**src/hdl/bdc_pkg.sv**
```systemverilog
// ----------------------------------------------------------------------------
// bdc_pkg: shared types and constants of the bounded distribution counter
// Row geometry, count modulus, and the command and status words that pass
// between the controller and the datapath.
// ----------------------------------------------------------------------------
`default_nettype none

package bdc_pkg;

  localparam int unsigned MaxTotal = 1024;
  localparam int unsigned RowDepth = MaxTotal + 1;
  localparam int unsigned IdxW     = $clog2(RowDepth);
  localparam int unsigned AmtW     = 11;
  localparam int unsigned CntW     = 30;

  typedef logic [IdxW-1:0] idx_t;
  typedef logic [AmtW-1:0] amt_t;
  typedef logic [CntW-1:0] cnt_t;

  localparam cnt_t WayMod      = 30'd1000000007;
  localparam amt_t MaxTotalAmt = amt_t'(MaxTotal);
  localparam idx_t LastIdx     = idx_t'(MaxTotal);

  // controller -> datapath
  typedef struct packed {
    logic start;   // latch a new word and its limits
    logic issue;   // read the next row entry
    logic clear;   // write one entry of the restore sweep
    logic push;    // move the held result into the output register
  } ctrl_cmd_t;

  // datapath -> controller
  typedef struct packed {
    logic at_top;      // the entry being read is the last of the row
    logic pipe_empty;  // no entry in flight
    logic clear_done;  // the restore sweep is on its last entry
    logic run_last;    // the current word closes its run
    logic out_free;    // the output register can take a result
  } dp_status_t;

endpackage

`default_nettype wire

```
**src/hdl/bdc_ctrl.sv**
```systemverilog
// ----------------------------------------------------------------------------
// bdc_ctrl: sequencing controller of the bounded distribution counter
// Steps each word through the row pass and the drain, and a word that closes
// a run also through the restore sweep and the hand-off of the result.
// ----------------------------------------------------------------------------
`default_nettype none

module bdc_ctrl (
  input  wire logic                clk_i,
  input  wire logic                rst_ni,
  input  wire logic                in_valid_i,
  output logic                     in_ready_o,
  input  wire bdc_pkg::dp_status_t status_i,
  output bdc_pkg::ctrl_cmd_t       cmd_o
);

  localparam logic [2:0] StIdle  = 3'd0;
  localparam logic [2:0] StRun   = 3'd1;
  localparam logic [2:0] StDrain = 3'd2;
  localparam logic [2:0] StClear = 3'd3;
  localparam logic [2:0] StPush  = 3'd4;

  logic [2:0] state_q, state_d;

  always_ff @(posedge clk_i or negedge rst_ni) begin
    if (!rst_ni) begin
      state_q <= StClear;
    end else begin
      state_q <= state_d;
    end
  end

  always_comb begin
    state_d    = state_q;
    cmd_o      = '0;
    in_ready_o = 1'b0;
    case (state_q)
      StIdle: begin
        in_ready_o = 1'b1;
        if (in_valid_i) begin
          cmd_o.start = 1'b1;
          state_d     = StRun;
        end
      end
      StRun: begin
        cmd_o.issue = 1'b1;
        if (status_i.at_top) begin
          state_d = StDrain;
        end
      end
      StDrain: begin
        if (status_i.pipe_empty) begin
          state_d = status_i.run_last ? StClear : StIdle;
        end
      end
      StClear: begin
        cmd_o.clear = 1'b1;
        if (status_i.clear_done) begin
          state_d = status_i.run_last ? StPush : StIdle;
        end
      end
      StPush: begin
        // hold until the output register frees up
        if (status_i.out_free) begin
          cmd_o.push = 1'b1;
          state_d    = StIdle;
        end
      end
      default: begin
        state_d = StIdle;
      end
    endcase
  end

endmodule

`default_nettype wire

```
**config.mk**
```make
export PLATFORM = sky130hd
export DESIGN_NAME = bdc_ctrl
export DESIGN_NICKNAME = d
export VERILOG_FILES = /design/src/hdl/bdc_pkg.sv /design/src/hdl/bdc_ctrl.sv
export SDC_FILE = /design/constraint.sdc
export NUM_CORES = 1
export LEC_CHECK = 0
export ABC_AREA = 0
export BUFFER_PORTS_ARGS = -buffer_cell sky130_fd_sc_hd__buf_2
export CAP_MARGIN = 30
export CORE_AREA = 2 2 39 41
export DETAILED_ROUTE_END_ITERATION = 7
export DIE_AREA = 0 0 41 43
export GPL_TIMING_DRIVEN = 1
export MAX_ROUTING_LAYER = met4
export PLACE_DENSITY = 0.38
export REMOVE_ABC_BUFFERS = 1
export SLEW_MARGIN = 20
export SYNTH_ARGS = -nofsm -noshare
export SYNTH_HDL_FRONTEND = slang
export SYNTH_SLANG_ARGS = --single-unit
```
**constraint.sdc**
```tcl
create_clock -name clk_i -period 4.2 [get_ports clk_i]
set_clock_uncertainty 0.2 [all_clocks]
set_input_delay 0.21 -clock clk_i [delete_from_list [all_inputs] [get_ports clk_i]]
set_output_delay 0.21 -clock clk_i [all_outputs]
set_load 0.02 [all_outputs]
```
==> impl_metrics.ini <==
[status]
status = finished, final reports clean

[setup_path]
crit_fanout = 8
arrival_ns = 1.22
timing_worst_setup_path_type = reg2out
start_kind = flop
critPathCaptureType = output port
cp_data_required_time_ns = 3.79

[global_routing]
grt-ovfl-total = 0
grt_use_met1_pct = 7.190
gr-usage-met2_pct = 8.750
grtUsageTotal_pct = 7.032
grt_pass1_vias = 169
use_met3_pct = 4.712
grt_max_degree = 9
grt_busiest_layer = met2
grt_first_pass_wirelength_um = 738
antenna_found_initial = 0

[timing]
setup_viol = 0
tns_ns = 0
relSlewSlack_pct = 83.36
hold_viol_final = 0
slew_viol_final = 0
timing.final.crit_share_pct = 38.92
whs_ns = 0.06628
period_needed_ns = 1.635
fmax_mhz = 611.7
worst_slew_pin_slew_ns = 0.2461
final.setup.worst_slack_ns = 2.565
rsz0062_at_grt = false

[place]
dp.cells = 46
hpwl_um = 395.2
gp_congestion = 0.6979
portBuffers = 12
post-place-ws_ns = 2.734

[cells_and_area]
largest_registers = state_q x3
largest_register_ffs = 3
insertedDiodeCount = 0
nFillCells = 159
layout-drive-gt1-share_pct = 62.86
nets = 44
max_flop_register = state_q
area_delta_synth_final_pct = 49.70
final_cells = 51

[clock_tree]
clock_latency_ns = 0.23
cts_setup_buffers = 0
cts_buffers = 3
cts_max_path_buffers = 2
htreeDepth = 1
cts-root-buf = clkbuf_4
clkTransAtPathRegs_ns = 0.04
cts_tree = yes
cts.sinks = 3

[min_path]
hp-class = in2reg

[logic_synthesis]
synth_area_um2 = 211.5
ys.flop_type = dfstp_2
syn_avg_cell_area_um2 = 11.13
synth_enable_flop_cells = 0
yosys.area.top_type_share_pct = 24.85
yosysTopAreaCell = dfstp_2
synth.area.top_cells = dfstp_2 25%, dfrtp_1 12%, mux4_2 11%, and4bb_2 5.9%, buf_6 5.3%
ys.warnings.count = 0
ys_ff_latch = 3
async_flop_share_pct = 100.0
seq_area_frac_synth_pct = 36.69
netlist_instances = 19
ys_types = 18
yosysMostFrequentCell = dfstp_2

[floorplan]
die_x_um = 41
fp.dieH_um = 43
fp.coreArea_mm2 = 0.001384
fp.dieArea_mm2 = 0.001763
initial_utilization_pct = 15.28
num_rows = 14
pin_count = 13

[power_and_ir_drop]
powerDensity_mw_per_mm2 = 666.6
leakage_nw = 0.1509
vdd_drop_max_v = 0.0001509

[detailed_routing]
firstDrtPassIters = 2
drc = 0
post_drt_wl_per_cell_um = 9.275
wirelength_um = 473
drt-initial-drc-count = 3
ant_nets = 0
vias_per_cell = 4.157
num_vias = 212

[job]
cap_viol_max_count = 0
per-stage QoR:
stage,area (um2),power (mW),util [%]
after floorplan,200.2,0.1324,-
after global placement,280.3,0.1633,20.25
after detailed placement,280.3,0.1632,20.25
after CTS,316.6,0.2159,22.88
after global routing,316.6,0.2336,22.88
final,316.6,0.2110,22.88
per-layer routing:
layer  part of all wire [%]  wire, um
met1                     38       180
met4                      0         0
met5                      0         0
met2                     56       267
met3                    5.3        25
logic make-up (layout without fill, tap and decap cells):
group	Yosys count	in the layout	share of synthesized area [%]
AND/OR/NAND/NOR	9	9	30.18
AO/OA/AOI/OAI	3	3	10.06
flip-flops	3	3	36.68
multiplexers	2	2	15.98
buffers and inverters	2	18	7.099
cell type report:
cell class                 count  area [um2]  area share, %
sequential                     3       77.57          24.51
timing repair buffer          13       70.07          22.13
inverter                       1       3.754          1.186
tap                           16       20.02          6.324
multi-input combinational     14       118.9          37.55
clock buffer                   4       26.28          8.300
repair_timing:
action / in CTS / in global routing
gates resized for setup: 0 / 0
hold buffers: 1 / 0
hold endpoints to repair: 3 / 0
final timing paths:
path	to	from	cells past startpoint	slack [ns]
worst min-delay path	state_q[2]	status_i[1]	2	0.07
worst max-delay path	cmd_o[0]	state_q[0]	2	2.57
worst max register to register	state_q[1]	state_q[0]	2	2.74
min in group asynchronous	state_q[2]	rst_ni	2	0.11
worst min register to register	state_q[1]	state_q[2]	1	0.30
max in group asynchronous	state_q[0]	rst_ni	2	3.50
critical path, stage by stage, from the launching register on:
cell	delay, ns
dfstp_2	0.59
and4bb_2	0.25
buf_2	0.15
cells in the final DEF, fill, tap and decap left out, drive strengths merged:
cell	count
nor3b	1
inv	1
dfrtp	1
mux4	1
nor3	1
nor2	1
clkbuf	4
a211oi	1
nor4b	1
nor2b	1
and2	1
and3b	1
and4bb	1
a31o	1
buf	12
mux2	1
nand2	1
a21oi	1
dfstp	2
dlygate4sd3	1
power breakdown:
group,internal [mW],switching [mW]
Sequential,0.0485,0.0231
Clock,0.0355,0.0131
Combinational,0.0462,0.0447
Total,0.130,0.0808
Note: power is estimated with default switching activity, not from simulation.
